==> config.mk <==
export PLATFORM = sky130hd
export DESIGN_NAME = crc_checked_frame_receiver_flat
export DESIGN_NICKNAME = d
export VERILOG_FILES = /design/src/rtl/core/ccfr_pkg.sv /design/src/rtl/core/ccfr_req_if.sv /design/src/rtl/core/ccfr_rsp_if.sv /design/src/rtl/core/ccfr_crc_unit.sv /design/src/rtl/core/ccfr_payload_ram.sv /design/src/rtl/core/ccfr_sequencer.sv /design/src/rtl/core/crc_checked_frame_receiver.sv /design/src/flat_wrapper.sv
export VERILOG_INCLUDE_DIRS = /design/src /design/src/rtl/core
export SDC_FILE = /design/constraint.sdc
export NUM_CORES = 1
export LEC_CHECK = 0
export BUFFER_PORTS_ARGS = -buffer_cell sky130_fd_sc_hd__buf_4
export CAP_MARGIN = 15
export CORE_ASPECT_RATIO = 1.2
export CORE_MARGIN = 1.5
export CORE_UTILIZATION = 39
export DETAILED_ROUTE_END_ITERATION = 7
export GPL_ROUTABILITY_DRIVEN = 0
export PLACE_DENSITY = 0.59
export SETUP_SLACK_MARGIN = 0.2
export SLEW_MARGIN = 15
export SYNTH_ARGS = -nofsm -noshare
export SYNTH_HDL_FRONTEND = slang
export SYNTH_SLANG_ARGS = --single-unit
==> constraint.sdc <==
create_clock -name clock -period 5.9 [get_ports clock]
set_input_delay 1.18 -clock clock [delete_from_list [all_inputs] [get_ports clock]]
set_output_delay 1.18 -clock clock [all_outputs]
set_load 0.02 [all_outputs]
==> src/rtl/core/crc_checked_frame_receiver_defines.svh <==
// Assertion macros used by the frame receiver sequencer.
// Depends on a clock named clock and a synchronous reset named reset in scope.
`ifndef CRC_CHECKED_FRAME_RECEIVER_DEFINES_SVH
`define CRC_CHECKED_FRAME_RECEIVER_DEFINES_SVH

// Same-cycle implication, disabled in reset
`define CCFR_ASSERT_NOW(label, ante, cons, msg) \
   label: assert property (@(posedge clock) disable iff (reset) (ante) |-> (cons)) \
      else $error(msg);

// Next-cycle implication, disabled in reset
`define CCFR_ASSERT_NEXT(label, ante, cons, msg) \
   label: assert property (@(posedge clock) disable iff (reset) (ante) |=> (cons)) \
      else $error(msg);

`endif

==> src/rtl/core/ccfr_pkg.sv <==
// Shared constants and types for the CRC-checked frame receiver.
// No dependencies; every other RTL file but the assertion macro header uses it.
`default_nettype none

package ccfr_pkg;

   localparam int PAYLOAD_BYTES = 32;
   localparam int PAY_ADDR_W    = (PAYLOAD_BYTES > 1) ? $clog2(PAYLOAD_BYTES) : 1;
   localparam int CNT_W         = $clog2(PAYLOAD_BYTES + 1);
   localparam int LEN_W         = 6;
   localparam int BYTE_W        = 8;
   localparam int CRC_W         = 16;
   localparam int CSR_IDX_W     = 1;

   localparam logic [CRC_W-1:0] CRC_POLY = 16'h8005;
   localparam logic [CRC_W-1:0] CRC_INIT = 16'hFFFF;

   localparam logic [CSR_IDX_W-1:0] CSR_FIRST_PREAMBLE  = 1'd0;
   localparam logic [CSR_IDX_W-1:0] CSR_SECOND_PREAMBLE = 1'd1;

   typedef struct packed {
      logic [BYTE_W-1:0] first_preamble;
      logic [BYTE_W-1:0] second_preamble;
   } ccfr_cfg_type;

   typedef struct packed {
      logic              start;
      logic              restart;
      logic [BYTE_W-1:0] data;
   } ccfr_crc_ctrl_type;

   typedef struct packed {
      logic             busy;
      logic [CRC_W-1:0] crc;
   } ccfr_crc_sts_type;

   typedef struct packed {
      logic                  wr_en;
      logic [PAY_ADDR_W-1:0] wr_addr;
      logic [BYTE_W-1:0]     wr_data;
      logic                  rd_en;
      logic [PAY_ADDR_W-1:0] rd_addr;
   } ccfr_ram_ctrl_type;

endpackage

`default_nettype wire

==> src/rtl/core/ccfr_req_if.sv <==
// Request channel: one received serial byte per request.
// Depends on ccfr_pkg for the byte width.
`default_nettype none

interface ccfr_req_if;
   logic                         valid;
   logic                         ready;
   logic [ccfr_pkg::BYTE_W-1:0]  byte_in;

   modport source (output valid, output byte_in, input ready);
   modport sink   (input valid, input byte_in, output ready);
endinterface

`default_nettype wire

==> src/rtl/core/ccfr_rsp_if.sv <==
// Result channel: one payload byte of an accepted frame per request.
// Depends on ccfr_pkg for the field widths.
`default_nettype none

interface ccfr_rsp_if;
   logic                         valid;
   logic                         ready;
   logic [ccfr_pkg::BYTE_W-1:0]  command;
   logic [ccfr_pkg::LEN_W-1:0]   length;
   logic [ccfr_pkg::BYTE_W-1:0]  data_byte;
   logic                         has_data;
   logic                         is_last;

   modport source (output valid, output command, output length, output data_byte,
                   output has_data, output is_last, input ready);
   modport sink   (input valid, input command, input length, input data_byte,
                   input has_data, input is_last, output ready);
endinterface

`default_nettype wire

==> src/rtl/core/ccfr_crc_unit.sv <==
// Bit-serial CRC-16 (poly 0x8005, MSB first): one bit per cycle.
// Depends on ccfr_pkg.
`default_nettype none

module ccfr_crc_unit (
   input  wire logic                        clock,
   input  wire logic                        reset,
   input  wire ccfr_pkg::ccfr_crc_ctrl_type ctrl,
   output      ccfr_pkg::ccfr_crc_sts_type  sts
);
   import ccfr_pkg::*;

   logic [CRC_W-1:0]  crc_ff, crc_in;
   logic [BYTE_W-1:0] data_ff, data_in;
   logic [2:0]        bit_ff, bit_in;
   logic              busy_ff, busy_in;
   logic              top;

   assign top = crc_ff[CRC_W-1] ^ data_ff[BYTE_W-1];

   always_comb begin
      crc_in  = crc_ff;
      data_in = data_ff;
      bit_in  = bit_ff;
      busy_in = busy_ff;
      if (busy_ff) begin
         crc_in  = {crc_ff[CRC_W-2:0], 1'b0} ^ (top ? CRC_POLY : '0);
         data_in = {data_ff[BYTE_W-2:0], 1'b0};
         bit_in  = bit_ff + 3'd1;
         if (bit_ff == 3'd7) begin
            busy_in = 1'b0;
         end
      end else if (ctrl.start) begin
         // seed afresh at the length byte
         if (ctrl.restart) begin
            crc_in = CRC_INIT;
         end
         data_in = ctrl.data;
         bit_in  = 3'd0;
         busy_in = 1'b1;
      end
   end

   always_ff @(posedge clock) begin
      if (reset) begin
         crc_ff  <= CRC_INIT;
         bit_ff  <= 3'd0;
         busy_ff <= 1'b0;
      end else begin
         crc_ff  <= crc_in;
         bit_ff  <= bit_in;
         busy_ff <= busy_in;
      end
      data_ff <= data_in;
   end

   assign sts.busy = busy_ff;
   assign sts.crc  = crc_ff;

endmodule

`default_nettype wire

==> src/rtl/core/ccfr_payload_ram.sv <==
// Payload store: one write and one registered read port.
// Depends on ccfr_pkg.
`default_nettype none

module ccfr_payload_ram (
   input  wire logic                        clock,
   input  wire ccfr_pkg::ccfr_ram_ctrl_type ctrl,
   output      logic [ccfr_pkg::BYTE_W-1:0] rd_data
);
   import ccfr_pkg::*;

   logic [BYTE_W-1:0] mem_ff [PAYLOAD_BYTES];
   logic [BYTE_W-1:0] rd_data_ff;

   always_ff @(posedge clock) begin
      if (ctrl.wr_en) begin
         mem_ff[ctrl.wr_addr] <= ctrl.wr_data;
      end
      if (ctrl.rd_en) begin
         rd_data_ff <= mem_ff[ctrl.rd_addr];
      end
   end

   assign rd_data = rd_data_ff;

endmodule

`default_nettype wire

==> src/rtl/core/ccfr_sequencer.sv <==
// Frame sequencer: preamble hunt, header and payload capture, CRC check, emission.
// Depends on ccfr_pkg, ccfr_req_if, ccfr_rsp_if and the assertion macro header.
`default_nettype none
`include "crc_checked_frame_receiver_defines.svh"

module ccfr_sequencer (
   input  wire logic                        clock,
   input  wire logic                        reset,
   input  wire ccfr_pkg::ccfr_cfg_type      cfg,
   ccfr_req_if.sink                         req_chan,
   ccfr_rsp_if.source                       rsp_chan,
   output      ccfr_pkg::ccfr_crc_ctrl_type crc_ctrl,
   input  wire ccfr_pkg::ccfr_crc_sts_type  crc_sts,
   output      ccfr_pkg::ccfr_ram_ctrl_type ram_ctrl,
   input  wire logic [ccfr_pkg::BYTE_W-1:0] ram_rd_data
);
   import ccfr_pkg::*;

   typedef enum logic [3:0] {
      PH_SEEK1,
      PH_SEEK2,
      PH_LEN,
      PH_CMD,
      PH_PAY,
      PH_CRCLO,
      PH_CRCHI,
      PH_RD,
      PH_SHOW
   } phase_type;

   phase_type         phase_ff, phase_in;
   logic [CNT_W-1:0]  index_ff, index_in;
   logic [CNT_W-1:0]  length_ff, length_in;
   logic [BYTE_W-1:0] command_ff, command_in;
   logic [BYTE_W-1:0] crc_low_ff, crc_low_in;

   logic              accept;
   logic [BYTE_W-1:0] rx_byte;
   logic [BYTE_W-1:0] clamped;
   logic [CNT_W-1:0]  index_next;
   logic              has_data;
   logic              is_last;

   assign rx_byte    = req_chan.byte_in;
   assign accept     = req_chan.valid && req_chan.ready;
   assign clamped    = (rx_byte <= BYTE_W'(PAYLOAD_BYTES)) ? rx_byte : BYTE_W'(PAYLOAD_BYTES);
   assign index_next = CNT_W'(index_ff + 1'b1);
   assign has_data   = (length_ff != '0);
   assign is_last    = !has_data || (index_next == length_ff);

   // hold off requests while the CRC unit shifts or a frame is being emitted
   assign req_chan.ready = !crc_sts.busy &&
      (phase_ff inside {PH_SEEK1, PH_SEEK2, PH_LEN, PH_CMD, PH_PAY, PH_CRCLO, PH_CRCHI});

   always_comb begin
      phase_in   = phase_ff;
      index_in   = index_ff;
      length_in  = length_ff;
      command_in = command_ff;
      crc_low_in = crc_low_ff;

      crc_ctrl.start   = 1'b0;
      crc_ctrl.restart = 1'b0;
      crc_ctrl.data    = rx_byte;

      ram_ctrl.wr_en   = 1'b0;
      ram_ctrl.wr_addr = index_ff[PAY_ADDR_W-1:0];
      ram_ctrl.wr_data = rx_byte;
      ram_ctrl.rd_en   = (phase_ff == PH_RD);
      ram_ctrl.rd_addr = index_ff[PAY_ADDR_W-1:0];

      case (phase_ff)
         PH_SEEK1: begin
            if (accept) begin
               index_in = '0;
               phase_in = (rx_byte == cfg.first_preamble) ? PH_SEEK2 : PH_SEEK1;
            end
         end
         PH_SEEK2: begin
            if (accept) begin
               phase_in = (rx_byte == cfg.second_preamble) ? PH_LEN : PH_SEEK1;
            end
         end
         PH_LEN: begin
            if (accept) begin
               length_in        = CNT_W'(clamped);
               crc_ctrl.start   = 1'b1;
               crc_ctrl.restart = 1'b1;
               crc_ctrl.data    = clamped;
               phase_in         = PH_CMD;
            end
         end
         PH_CMD: begin
            if (accept) begin
               command_in     = rx_byte;
               crc_ctrl.start = 1'b1;
               index_in       = '0;
               phase_in       = (length_ff == '0) ? PH_CRCLO : PH_PAY;
            end
         end
         PH_PAY: begin
            if (accept) begin
               ram_ctrl.wr_en = (index_ff < CNT_W'(PAYLOAD_BYTES));
               crc_ctrl.start = 1'b1;
               index_in       = index_next;
               if (index_next >= length_ff) begin
                  phase_in = PH_CRCLO;
               end
            end
         end
         PH_CRCLO: begin
            if (accept) begin
               crc_low_in = rx_byte;
               phase_in   = PH_CRCHI;
            end
         end
         PH_CRCHI: begin
            if (accept) begin
               index_in = '0;
               if ({rx_byte, crc_low_ff} == crc_sts.crc) begin
                  phase_in = (length_ff == '0) ? PH_SHOW : PH_RD;
               end else begin
                  // drop the frame
                  phase_in = PH_SEEK1;
               end
            end
         end
         PH_RD: begin
            phase_in = PH_SHOW;
         end
         PH_SHOW: begin
            if (rsp_chan.ready) begin
               if (is_last) begin
                  index_in = '0;
                  phase_in = PH_SEEK1;
               end else begin
                  index_in = index_next;
                  phase_in = PH_RD;
               end
            end
         end
         default: begin
            phase_in = PH_SEEK1;
         end
      endcase
   end

   always_ff @(posedge clock) begin
      if (reset) begin
         phase_ff   <= PH_SEEK1;
         index_ff   <= '0;
         length_ff  <= '0;
         command_ff <= '0;
         crc_low_ff <= '0;
      end else begin
         phase_ff   <= phase_in;
         index_ff   <= index_in;
         length_ff  <= length_in;
         command_ff <= command_in;
         crc_low_ff <= crc_low_in;
      end
   end

   assign rsp_chan.valid     = (phase_ff == PH_SHOW);
   assign rsp_chan.command   = command_ff;
   assign rsp_chan.length    = LEN_W'(length_ff);
   assign rsp_chan.data_byte = has_data ? ram_rd_data : '0;
   assign rsp_chan.has_data  = has_data;
   assign rsp_chan.is_last   = is_last;

   `CCFR_ASSERT_NEXT(a_len_starts_crc, accept && (phase_ff == PH_LEN), crc_sts.busy, "CRC unit idle after length byte")
   `CCFR_ASSERT_NOW(a_no_req_while_rsp, rsp_chan.valid, !req_chan.ready, "request taken during emission")
   `CCFR_ASSERT_NEXT(a_last_ends_frame, rsp_chan.valid && rsp_chan.ready && rsp_chan.is_last, (phase_ff == PH_SEEK1) && !rsp_chan.valid, "frame emission did not end on last")
   `CCFR_ASSERT_NOW(a_store_in_range, ram_ctrl.wr_en, index_ff < length_ff, "payload write beyond frame length")

endmodule

`default_nettype wire

==> src/rtl/core/crc_checked_frame_receiver.sv <==
// Top level of the CRC-checked frame receiver: preamble registers and wiring.
// Depends on ccfr_pkg, the channel interfaces, ccfr_crc_unit, ccfr_payload_ram, ccfr_sequencer.
//
//   Channel   Direction  Carries
//   req_chan  in         byte_in, one serial byte per request
//   rsp_chan  out        command, length, data_byte, has_data, is_last
//   csr_*     in         write of first_preamble (index 0) or second_preamble (index 1)
//
// Preamble and CRC bytes are taken at one per cycle while the CRC unit is idle;
// length, command and payload bytes each hold off the next request while it shifts.
// A good frame then emits each result after a payload RAM read (none if it is empty),
// held while rsp_chan.ready is low; no request is taken during emission.
// Reset is synchronous and active high; the payload RAM needs no clearing pass.
`default_nettype none

module crc_checked_frame_receiver (
   input  wire logic                           clock,
   input  wire logic                           reset,
   input  wire logic                           csr_we,
   input  wire logic [ccfr_pkg::CSR_IDX_W-1:0] csr_index,
   input  wire logic [ccfr_pkg::BYTE_W-1:0]    csr_wdata,
   ccfr_req_if.sink                            req_chan,
   ccfr_rsp_if.source                          rsp_chan
);
   import ccfr_pkg::*;

   logic [BYTE_W-1:0] first_preamble_ff;
   logic [BYTE_W-1:0] second_preamble_ff;

   ccfr_cfg_type      cfg;
   ccfr_crc_ctrl_type crc_ctrl;
   ccfr_crc_sts_type  crc_sts;
   ccfr_ram_ctrl_type ram_ctrl;
   logic [BYTE_W-1:0] ram_rd_data;

   always_ff @(posedge clock) begin
      if (reset) begin
         first_preamble_ff  <= '0;
         second_preamble_ff <= '0;
      end else if (csr_we) begin
         case (csr_index)
            CSR_FIRST_PREAMBLE:  first_preamble_ff  <= csr_wdata;
            CSR_SECOND_PREAMBLE: second_preamble_ff <= csr_wdata;
            default: ;
         endcase
      end
   end

   assign cfg.first_preamble  = first_preamble_ff;
   assign cfg.second_preamble = second_preamble_ff;

   ccfr_crc_unit u_crc (
      .clock (clock),
      .reset (reset),
      .ctrl  (crc_ctrl),
      .sts   (crc_sts)
   );

   ccfr_payload_ram u_ram (
      .clock   (clock),
      .ctrl    (ram_ctrl),
      .rd_data (ram_rd_data)
   );

   ccfr_sequencer u_seq (
      .clock       (clock),
      .reset       (reset),
      .cfg         (cfg),
      .req_chan    (req_chan),
      .rsp_chan    (rsp_chan),
      .crc_ctrl    (crc_ctrl),
      .crc_sts     (crc_sts),
      .ram_ctrl    (ram_ctrl),
      .ram_rd_data (ram_rd_data)
   );

endmodule

`default_nettype wire

==> src/flat_wrapper.sv <==
// flat-port wrapper written by rule: the top's interface ports become plain ports
module crc_checked_frame_receiver_flat import ccfr_pkg::*;
  (clock, reset, csr_we, csr_index, csr_wdata, req_chan_valid, req_chan_byte_in, req_chan_ready, rsp_chan_valid, rsp_chan_command, rsp_chan_length, rsp_chan_data_byte, rsp_chan_has_data, rsp_chan_is_last, rsp_chan_ready);
  ccfr_req_if req_chan_i ();
  ccfr_rsp_if rsp_chan_i ();
  input  wire logic clock;
  input  wire logic reset;
  input  wire logic csr_we;
  input  wire logic [ccfr_pkg::CSR_IDX_W-1:0] csr_index;
  input  wire logic [ccfr_pkg::BYTE_W-1:0] csr_wdata;
  input wire logic [$bits(req_chan_i.valid)-1:0] req_chan_valid;
  input wire logic [$bits(req_chan_i.byte_in)-1:0] req_chan_byte_in;
  output wire logic [$bits(req_chan_i.ready)-1:0] req_chan_ready;
  output wire logic [$bits(rsp_chan_i.valid)-1:0] rsp_chan_valid;
  output wire logic [$bits(rsp_chan_i.command)-1:0] rsp_chan_command;
  output wire logic [$bits(rsp_chan_i.length)-1:0] rsp_chan_length;
  output wire logic [$bits(rsp_chan_i.data_byte)-1:0] rsp_chan_data_byte;
  output wire logic [$bits(rsp_chan_i.has_data)-1:0] rsp_chan_has_data;
  output wire logic [$bits(rsp_chan_i.is_last)-1:0] rsp_chan_is_last;
  input wire logic [$bits(rsp_chan_i.ready)-1:0] rsp_chan_ready;
  assign req_chan_i.valid = req_chan_valid;
  assign req_chan_i.byte_in = req_chan_byte_in;
  assign req_chan_ready = req_chan_i.ready;
  assign rsp_chan_valid = rsp_chan_i.valid;
  assign rsp_chan_command = rsp_chan_i.command;
  assign rsp_chan_length = rsp_chan_i.length;
  assign rsp_chan_data_byte = rsp_chan_i.data_byte;
  assign rsp_chan_has_data = rsp_chan_i.has_data;
  assign rsp_chan_is_last = rsp_chan_i.is_last;
  assign rsp_chan_i.ready = rsp_chan_ready;
  crc_checked_frame_receiver u_core (.clock(clock), .reset(reset), .csr_we(csr_we), .csr_index(csr_index), .csr_wdata(csr_wdata), .req_chan(req_chan_i), .rsp_chan(rsp_chan_i));
endmodule
==> results by group, run 1 <==
Status
  – Status: finished, final reports clean

Global route
  – Initial antenna violation count: 0
  – Global Route Usage Sum: between 10% and 20%
  – Grt ovf: 0
  – Largest net degree at the start of global routing: 65
  – Number of global-route vias before repair: 7746
  – First-pass GRT wire length: ~47 mm

Cells and area
  – Fin cells: 1408
  – Area growth, synth to finish: 13.3%
  – Layout Utilization: a little under half
  – # diodes: 0
  – Fraction of layout cells with a size suffix above 1: between 10% and 20%
  – Filler Cell Count: just over 3000
  – Net count, final: 952

Floorplanning
  – Rows: 75
  – Die Ht: between 200 and 250 um
  – Chip width: between 150 and 200 um
  – Die ar.: ~37000 sq um
  – Core Area: ~35000 sq um
  – Initial Util: 39.7%
  – Num ports: 48

Worst setup path
  – Worst path required time: 4.72 ns
  – CP Launch Type: flop
  – Crit path max fanout: 18
  – Worst EP arrival: between 3 and 4 ns
  – Crit Path Class: flop to primary output
  – Worst setup EP type: primary output

Logic synthesis
  – Synth unique cells: between 40 and 50
  – Top FF cell, synth: edfxtp_1
  – Post-synth ARST share: 0%
  – Synthesized cell area: 13900 sq um
  – Syn_nets: ~900
  – Top-count cell post-synth: edfxtp_1
  – Synth area leader: edfxtp_1
  – Most frequent cells after synthesis: edfxtp_1, nor2_1, dfxtp_1
  – Register area share after synthesis: just under 70%
  – Number of synthesized flops with an enable pin: between 200 and 300
  – Post-synth top area share: 58.5%
  – Synth area leaders: edfxtp_1, mux4_2, dfxtp_1
  – Yosys reg bits: 340
  – Syn avg cell area: roughly 16 sq um
  – Cells after synthesis: roughly 900
  – Yosys warns: 0

Detailed routing
  – Routed WL per cell: ~22 um
  – DR top layer: met4
  – Post-DRT Antenna Nets: 0
  – Met2 WL: roughly 15 mm
  – DR DRC count: 0
  – M1 wire length: 13.0 mm
  – Via count: about 7500
  – Wire length on met3: 1.54 mm
  – Routed wire length: ~31 mm
  – Detailed Route Iter0 Violations: 622
  – Vias per cell: about 5.3
  – Drt first pass iters: 5

STA
  – Period utilization: a little under three quarters
  – Tightest Pin Transition: around 1.1 ns
  – Fin Hold WS: around 0.47 ns
  – Max-slew headroom: between 20% and 30%
  – Final setup skew: ~0.018 ns
  – Final min period: 4.22 ns
  – Setup violators final: 0
  – Maximum clock frequency: ~0.24 GHz
  – Setup_tns: 0 ns
  – Final Hold Fails: 0
  – Final Slew Violations: 0
  – RSZ-0062 raised after global routing: no

Min path
  – Worst min path class: flop to flop

Clock tree
  – # H-tree levels: 2
  – CTS buffer count: 36
  – Clock root cell: clkbuf_16
  – CTS Hold Bufs: 0
  – Clk_lat worst skew: 0.53 ns
  – Max clock buf depth: 3
  – CTS tree: built
  – Clock Sink Count: between 300 and 400
  – Setup Fix Bufs, Post-CTS: 0
  – CTS resizes: 0
  – Reg clk slew, reported paths: about 0.060 ns

Place
  – Port Buffer Count: 47
  – Post-DP HPWL: roughly 19 mm
  – Placed Instances: 1342

Power and ir drop
  – Total chip power: 4810 uW
  – Max IR drop VDD: about 0.24 mV
  – Total power divided by cell area: between 300 and 400 nW/um^2
  – Leakage Power: just over 0.005 uW

Job
  – Max Cap Viol: 0
-- through the flow --
stage	area, sq um	setup WS (ns)
6_report	15800	1.68
5_1_grt	15800	1.44
4_1_cts	15800	1.62
3_5_place_dp	14600	2.20
3_3_place_gp	14600	2.17
2_1_floorplan	13900	2.40
-- cells by family (layout without fill, tap and decap cells) --
logic type / count (synthesis) / count (layout) / share of synthesized area [%]
AOI/OAI and AO/OA: 103 / 103 / 5.32
xor gates and xnor gates: 40 / 40 / 2.52
adders and majority gates: 12 / 12 / 1.08
buffers and inverters: 69 / 133 / 2.13
DFF: 340 / 340 / 68.5
muxes: 90 / 90 / 12.3
and+or+nand+nor: 228 / 228 / 8.22
-- path summary, 6_finish.rpt --
check                                                   from  depth (start not counted)  slack (ns)                            to
worst max-delay path                u_core.u_seq.index_ff[2]                          7        1.68              rsp_chan_is_last
worst max register to register      u_core.u_seq.index_ff[2]                         10        2.71      u_core.u_seq.phase_ff[1]
worst min-delay path            u_core.second_preamble_ff[4]                          2        0.47  u_core.second_preamble_ff[4]
worst min register to register  u_core.second_preamble_ff[4]                          2        0.47  u_core.second_preamble_ff[4]
-- cell type report --
cell class	count	area, sq um	share of cell area (%)
Inverter	12	45.0	0.286
Tap cell	462	578	3.67
Multi-Input combinational cell	473	4090	26.0
Timing Repair Buffer	55	413	2.62
Clock inverter	18	96.3	0.612
Clock buffer	48	1010	6.39
Sequential cell	340	9520	60.5
-- layer usage --
metal	track usage (%)	vias up
met5	0	-
met4	7.37	0
met3	3.06	70
met2	28.6	212
met1	22.0	3774
li1	-	3475
-- power breakdown --
part	switching, uW	total [uW]	internal (uW)	leakage (uW)
clock network	920	2120	1200	0.000528
logic	67.4	95.2	27.8	0.00162
registers	3.82	2590	2590	0.00300
total	991	4810	3820	0.00515
-- critical path, stage by stage (launching register included) --
cell     delay [ns]
dfxtp_1        0.65
and3_1         0.48
nand3_1        0.15
xnor2_1        0.20
ha_1           0.31
nand3_1        0.15
o21ai_0        0.36
buf_4          0.21
-- state kept, by name, summed over array words and instances (netlist names) --
register / flops
u_core.u_seq.phase_ff: 4
u_core.u_ram.rd_data: 8
u_core.u_seq.crc_low_ff: 8
u_core.u_crc.bit_ff: 3
u_core.u_seq.rsp_chan.length: 6
u_core.second_preamble_ff: 8
u_core.u_seq.rsp_chan.command: 8
u_core.u_ram.mem_ff: 256
u_core.u_crc.busy_ff: 1
u_core.first_preamble_ff: 8
u_core.u_crc.data_ff: 8
u_core.u_seq.index_ff: 6
u_core.u_crc.crc_ff: 16
-- layout by cell type (no fill, tap or decap), drive strengths merged, types with 18 or more instances in the layout --
cell    count
dfxtp      69
nor2       79
mux4       64
nand2      24
clkbuf     48
edfxtp    271
buf        55
nand3      20
mux2i      25
xnor2      18
nor2b      19
nor3       26
a21oi      20
a22oi      38
xor2       22
(Power assumes the default switching activity.)
==> run 2, diff against run 1 <==
==> constraint.sdc (replaced) <==
create_clock -name clock -period 4.15 [get_ports clock]
set_input_delay 0.83 -clock clock [delete_from_list [all_inputs] [get_ports clock]]
set_output_delay 0.83 -clock clock [all_outputs]
set_load 0.02 [all_outputs]
==> run 2 against run 1 <==
Compared with the run above: setup slack got worse by 1.2 ns; clock-buffer cell count down 5; first-iteration DRC count fell by 15%; cell count rose by 0.21%; largest power group unchanged; clock skew fell by 0.0028 ns; critical path depth unchanged; routed wire length up 2.7%; combinational power is 45% higher; via count rose by 1.1%; largest cell class unchanged.
==> results by group, run 2 (synthesized netlist as in run 1, its figures left out) <==
Status
  – Status: finished, final reports clean

Worst setup path
  – Crit Path Class: flop to primary output
  – RR Endpoint: u_core.u_seq.phase_ff[1]
  – Worst EP arrival: 2.80 ns (-0.24 ns)
  – Worst reg2reg startpoint: u_core.u_seq.index_ff[3]
  – R2R Setup Slk: 1.22 ns (-1.49 ns)
  – Crit path max fanout: 18 (unchanged)
  – Worst setup EP type: primary output
  – R2R depth: 10 (unchanged)
  – Worst path required time: 3.32 ns (-1.40 ns)
  – CP Launch Type: flop

Detailed routing
  – DR DRC count: 0 (unchanged)
  – Vias per cell: 5.39 (+0.86%)
  – Detailed Route Iter0 Violations: 527 (-15%)
  – M1 wire length: 13.4 mm (+2.9%)
  – Drt first pass iters: 5 (unchanged)
  – Routed WL per cell: 22.4 um (+2.5%)
  – Via count: 7612 (+1.1%)
  – DR top layer: met4
  – Wire length on met3: 1.81 mm (+18%)
  – Met2 WL: 15.4 mm (+2.1%)
  – Post-DRT Antenna Nets: 0 (unchanged)
  – Routed wire length: 31.6 mm (+2.7%)

Power and ir drop
  – Total power divided by cell area: 434 nW/um^2 (+42%)
  – Leakage Power: 0.00520 uW (+0.91%)
  – Max IR drop VDD: 0.269 mV (+12%)

Clock tree
  – Clock root cell: clkbuf_16
  – CTS Hold Bufs: 0 (unchanged)
  – # H-tree levels: 2 (unchanged)
  – Clock Sink Count: 340 (unchanged)
  – Max clock buf depth: 3 (unchanged)
  – Clk_lat worst skew: 0.51 ns (-0.02 ns)
  – CTS tree: built
  – CTS buffer count: 36 (unchanged)
  – Reg clk slew, reported paths: 0.06 ns (about the same)

Cells and area
  – Filler Cell Count: 3040 (-1.4%)
  – Most frequent cells in the layout: edfxtp_1, nor2_1, mux4_2, dfxtp_1, buf_4
  – Post-route cell area: 15800 sq um (+0.31%)
  – Fraction of layout cells with a size suffix above 1: 20.1% (+0.89 points)
  – Area growth, synth to finish: 13.7%
  – Net count, final: 958 (+0.63%)
  – Commonest non-fill, non-tap cell in the layout: edfxtp_1
  – Biggest registers after layout: u_core.u_ram.mem_ff (256), u_core.u_crc.crc_ff (16)
  – Most flop-heavy register: u_core.u_ram.mem_ff
  – Layout Utilization: 45.1% (+0.14 points)
  – # diodes: 0 (unchanged)
  – Max reg flops: 256 (unchanged)

STA
  – Setup violators final: 0 (unchanged)
  – RSZ-0062 raised after global routing: no
  – Period utilization: between 80% and 90%
  – Fin Hold WS: 0.471 ns (+0.00388 ns)
  – Final Hold Fails: 0 (unchanged)
  – Setup_tns: 0 ns (unchanged)
  – Max-slew headroom: 26.4% (+2.7 points)
  – Final setup skew: 0.0147 ns (-0.00284 ns)
  – Tightest Pin Transition: 1.10 ns (-0.0457 ns)
  – Worst setup margin: 0.516 ns (-1.16 ns)
  – Final Slew Violations: 0 (unchanged)
  – Maximum clock frequency: roughly 0.28 GHz
  – Final min period: 3.63 ns

Floorplanning
  – Die ar.: 36800 sq um (unchanged)
  – Num ports: 48 (unchanged)
  – Rows: 75 (unchanged)
  – Chip width: 175 um (unchanged)
  – Core Area: 35000 sq um (unchanged)
  – Initial Util: 39.7% (unchanged)
  – Die Ht: 210 um (unchanged)

Place
  – Dpl ws: 0.966 ns (-1.24 ns)
  – Port Buffer Count: 47 (unchanged)
  – Post-DP HPWL: 20.0 mm (+2.8%)
  – Area after DPL: 14700 sq um (+0.29%)

Global route
  – Grt ovf: 0 (unchanged)
  – Largest net degree at the start of global routing: 65 (unchanged)
  – First-pass GRT wire length: 48.0 mm (+2.2%)
  – Number of global-route vias before repair: 7754 (+0.10%)
  – Global Route Usage Sum: 17.5% (+0.35 points)
  – Initial antenna violation count: 1 (+1)

Min path
  – Hold EP: u_core.second_preamble_ff[5]
  – Worst min path class: flop to flop
  – Hold Startpoint: u_core.second_preamble_ff[5]
  – Hold Path Stages: 2 (unchanged)

Job
  – Max Cap Viol: 0 (unchanged)
-- run 2: cell types whose count changed in the layout (fill, tap and decap cells not counted), sizes merged --
cell      change
inv           -2
buf           +6
clkinvlp      -2
clkbuf        -5
bufinv        +2
clkinv        +4
-- run 2: repair_timing --
item	4_1_cts	5_1_grt
setup endpoints to repair	0	1
resized for setup	0	3
setup buffers	0	0
-- run 2: worst max-delay path: stages (launching register included) --
cell and delay (ns):
dfxtp_2 0.50, and3_1 0.42, nand3_1 0.14, xnor2_1 0.19
ha_1 0.33, nand3_1 0.15, o21ai_0 0.35, buf_4 0.21
-- run 2: area by class of cell --
class	count	area (sq um)	area share, %
Clock inverter	20	153	0.966
Timing Repair Buffer	61	458	2.90
Multi-Input combinational cell	473	4090	25.9
Inverter	12	45.0	0.285
Sequential cell	340	9530	60.3
Clock buffer	43	948	6.00
Tap cell	462	578	3.66
-- run 2: worst max path at each step --
stage / slack [ns] / endpoint / startpoint
after detailed placement: 0.97 / rsp_chan_is_last / u_core.u_seq.index_ff[2]
final: 0.52 / rsp_chan_is_last / u_core.u_seq.index_ff[3]
after floorplan: 1.00 / rsp_chan_is_last / u_core.u_seq.index_ff[0]
after CTS: 0.39 / rsp_chan_is_last / u_core.u_seq.index_ff[3]
after global routing: 0.38 / rsp_chan_is_last / u_core.u_seq.index_ff[3]
after global placement: 1.03 / rsp_chan_is_last / u_core.u_seq.index_ff[2]
-- run 2: metrics by stage --
step | cells | total power (uW)
5_1_grt | 1411 | 7040
6_report | 1411 | 6860
3_3_place_gp | 1348 | 3900
2_1_floorplan | 882 | 3820
3_5_place_dp | 1348 | 3900
4_1_cts | 1411 | 6910
-- run 2: metal layers --
layer | up-vias | global-route usage (%)
met2 | 241 | 28.9
met5 | - | 0
met3 | 63 | 2.88
li1 | 3478 | -
met4 | 0 | 6.45
met1 | 3830 | 23.3
-- run 2: where the power goes --
part	leakage, uW	switching (uW)	internal [uW]
registers	0.00300	5.72	3680
clock network	0.000536	1280	1760
logic	0.00166	98.1	40.2
==> run 3, diff against run 2 <==
--- a/config.mk
+++ b/config.mk
@@ -18,4 +18,5 @@
 export SLEW_MARGIN = 15
 export SYNTH_ARGS = -nofsm -noshare
 export SYNTH_HDL_FRONTEND = slang
+export SYNTH_HIERARCHICAL = 1
 export SYNTH_SLANG_ARGS = --single-unit
==> run 3 against run 2 <==
Compared with the run above: clock power about the same; setup slack better by 0.029 ns; global-route usage shrank 0.51 points; cell count down 0.92%; critical path type unchanged; largest power group unchanged.
==> results by group, run 3 <==
Status
  – Status: finished, final reports clean

Worst setup path
  – RR Endpoint: u_core/u_ram/mem_ff[9][3]
  – Worst setup EP type: primary output
  – CP Launch Type: flop
  – Worst reg2reg startpoint: u_core/u_seq/phase_ff[3]
  – R2R depth: 4 (-6)
  – Worst path required time: 3.32 ns (about the same)
  – Crit Path Class: flop to primary output
  – Crit path max fanout: 19 (+1)
  – R2R Setup Slk: 1.06 ns (-0.16 ns)
  – Worst EP arrival: 2.78 ns (-0.02 ns)

Cells and area
  – Most flop-heavy register: u_core/u_ram/mem_ff
  – Biggest registers after layout: u_core/u_ram/mem_ff (256), u_core/u_crc/crc_ff (16)
  – Reg area: 9520 sq um (about the same)
  – Commonest non-fill, non-tap cell in the layout: edfxtp_1
  – Fraction of layout cells with a size suffix above 1: 23.7% (+3.5 points)
  – Post-route cell area: 16100 sq um (+1.9%)
  – Max reg flops: 256 (unchanged)
  – # diodes: 0 (unchanged)
  – Filler Cell Count: 3090 (+1.6%)
  – Most frequent cells in the layout: edfxtp_1, mux4_2, nor2_1, dfxtp_1, buf_4
  – Fin cells: 1398 (-0.92%)
  – Multi-input gate area in the final layout: 4340 sq um (+6.2%)
  – Area growth, synth to finish: 12.5%
  – Net count, final: 935 (-2.4%)

Min path
  – Hold Path Stages: 2 (unchanged)
  – Worst min path class: flop to flop
  – Hold Startpoint: u_core/first_preamble_ff[7]
  – Hold EP: u_core/first_preamble_ff[7]

Floorplanning
  – Chip width: 178 um (+1.4%)
  – Initial Util: 39.7% (about the same)
  – Die Ht: 213 um (+1.4%)
  – Num ports: 48 (unchanged)
  – Rows: 76 (+1.3%)
  – Die ar.: 37900 sq um (+2.9%)
  – Core Area: 36000 sq um (+3.0%)

Logic synthesis
  – Multiplexer share of the synthesized area: 15.7% (+3.4 points)
  – Yosys warns: 6 (+6)
  – Syn_nets: 902 (-1.5%)
  – Post-synthesis simple-gate area fraction: 7.96% (-0.26 points)
  – Syn avg cell area: 16.4 sq um (+4.3%)
  – Most frequent cells after synthesis: edfxtp_1, mux4_2, dfxtp_1, nor2_1, nand2b_1
  – Yosys reg bits: 340 (unchanged)
  – Synth area leader: edfxtp_1
  – Post-synth top area share: 56.9% (-1.7 points)
  – Synthesized cell area: 14300 sq um (+3.0%)
  – Xor/xnor share of the synthesized area: 2.39% (-0.13 points)
  – Register area share after synthesis: 66.5% (-2.0 points)
  – Synth unique cells: 59 (+20%)
  – Complex-gate fraction of the synthesized area: 3.56% (-1.8 points)
  – Top FF cell, synth: edfxtp_1
  – Synth area leaders: edfxtp_1, mux4_2, dfxtp_1
  – Adder-cell share of the synthesized area: 0.787% (-0.29 points)
  – Post-synth ARST share: 0% (unchanged)
  – Number of synthesized flops with an enable pin: 271 (unchanged)
  – Cells after synthesis: 871 (-1.2%)
  – Largest family of logic cells by synthesized area: multiplexers
  – Top-count cell post-synth: edfxtp_1

Clock tree
  – # H-tree levels: 2 (unchanged)
  – Clock root cell: clkbuf_16
  – Clk_lat worst skew: 0.53 ns (+0.02 ns)
  – Setup Fix Bufs, Post-CTS: 0 (unchanged)
  – Max clock buf depth: 3 (unchanged)
  – CTS tree: built
  – CTS resizes: 0 (unchanged)
  – Clock Sink Count: 340 (unchanged)
  – CTS Hold Bufs: 0 (unchanged)
  – Reg clk slew, reported paths: 0.06 ns (about the same)
  – CTS buffer count: 35 (-2.8%)

Global route
  – First-pass GRT wire length: 47.5 mm (-1.2%)
  – Number of global-route vias before repair: 7704 (-0.64%)
  – Global Route Usage Sum: 17.0% (-0.51 points)
  – Largest net degree at the start of global routing: 82 (+26%)
  – Met1 usage: 22.0% (-1.3 points)
  – Grt ovf: 0 (unchanged)
  – Initial antenna violation count: 0 (-1)
  – GRT Max-Usage Layer: met2
  – Global-route met2 utilization: 28.7% (-0.15 points)
  – Met3 usage: 3.08% (+0.20 points)

Power and ir drop
  – Max IR drop VDD: 0.304 mV (+13%)
  – Leakage Power: 0.00525 uW (+1.0%)
  – Total power divided by cell area: 426 nW/um^2 (-1.7%)

Detailed routing
  – Drt first pass iters: 5 (unchanged)
  – Vias per cell: 5.41 (+0.28%)
  – Post-DRT Antenna Nets: 0 (unchanged)
  – Routed WL per cell: 22.3 um (-0.61%)
  – DR DRC count: 0 (unchanged)
  – Routed wire length: 31.2 mm (-1.5%)
  – Via count: 7563 (-0.64%)
  – Detailed Route Iter0 Violations: 645 (+22%)

STA
  – Max-slew headroom: 35.2% (+8.8 points)
  – Worst setup margin: 0.545 ns (+0.0287 ns)
  – Final Slew Violations: 0 (unchanged)
  – Final Hold Fails: 0 (unchanged)
  – Setup violators final: 0 (unchanged)
  – Tightest Pin Transition: 0.972 ns (-0.124 ns)
  – Final min period: 3.61 ns (-0.0287 ns)
  – Period utilization: 86.9% (-0.69 points)
  – Maximum clock frequency: 0.277 GHz (+0.80%)
  – Setup_tns: 0 ns (unchanged)
  – Final setup skew: 0.0145 ns (-0.000288 ns)
  – RSZ-0062 raised after global routing: no

Place
  – Placed Instances: 1334 (-1.0%)
  – Post-DP HPWL: 19.4 mm (-3.1%)
  – Dpl ws: 0.602 ns (-0.364 ns)
  – Port Buffer Count: 47 (unchanged)
  – Area after DPL: 15000 sq um (+1.9%)

Job
  – Max Cap Viol: 0 (unchanged)
## run 3: cell types whose count changed in the layout (fill, tap and decap cells not counted), sizes merged, moves of 8 or more
cell,before,now
o22ai,3,13
xnor2,18,7
o21bai,13,3
mux2i,25,35
a22oi,38,5
nor2b,19,11
xor2,22,32
mux4,64,80
nor2,79,69
nor3,26,13
nand2b,7,40
## run 3: final cells by class
cell class	count	area share [%]
repair buffers	64	3.06
clock inverters	23	1.29
well taps	468	3.64
flip-flops and latches	340	59.2
clock buffers	40	5.62
inverters	11	0.256
multi-input cells	452	27.0
## run 3: critical path, stage by stage (launching register included)
cell and delay (ns):
dfxtp_4 0.59, ha_1 0.32, nand3_1 0.12, xnor2_1 0.23, ha_1 0.29, and3_1 0.16
nand4_1 0.14, nand2_1 0.15, buf_4 0.25
## run 3: worst max-delay path by stage
stage                        startpoint                         end  slack [ns]  depth (start not counted)
6_report       u_core/u_seq/index_ff[0]            rsp_chan_is_last        0.54                          8
5_1_grt        u_core/u_seq/index_ff[0]            rsp_chan_is_last        0.29                          8
4_1_cts        u_core/u_seq/index_ff[0]            rsp_chan_is_last        0.24                          8
3_5_place_dp             req_chan_valid  u_core/u_ram/mem_ff[24][4]        0.60                          5
3_3_place_gp             req_chan_valid   u_core/u_ram/mem_ff[5][7]        0.65                          5
2_1_floorplan            req_chan_valid   u_core/u_ram/mem_ff[0][0]        1.12                          5
## run 3: power breakdown
group	internal [uW]	total, uW	switching, uW	leakage, uW
Combinational	42.7	143	100	0.00171
Sequential	3680	3680	5.40	0.00300
Clock	1770	3040	1270	0.000541
## run 3: metal layers
layer,up-vias,part of all wire (%)
met5,-,0
met4,0,2.5
met3,53,5.4
met2,234,50
met1,3866,42
li1,3410,-
## run 3: logic make-up (layout without fill, tap and decap cells)
kind of cell | Yosys count | in the layout
flops | 340 | 340
simple gates | 213 | 213
mux | 123 | 123
buf+inv | 79 | 138
compound gates | 68 | 68
xor+xnor | 39 | 39
fa+ha+maj | 9 | 9
## run 3: per-stage QoR
step / hold slack [ns] / utilization, % / power, uW
floorplan: 0.460 / - / 3840
global placement: 0.474 / 41.5 / 3910
detailed placement: 0.476 / 41.5 / 3900
CTS: 0.487 / 44.6 / 6940
global route: 0.505 / 44.7 / 7090
finish: 0.482 / 44.7 / 6870
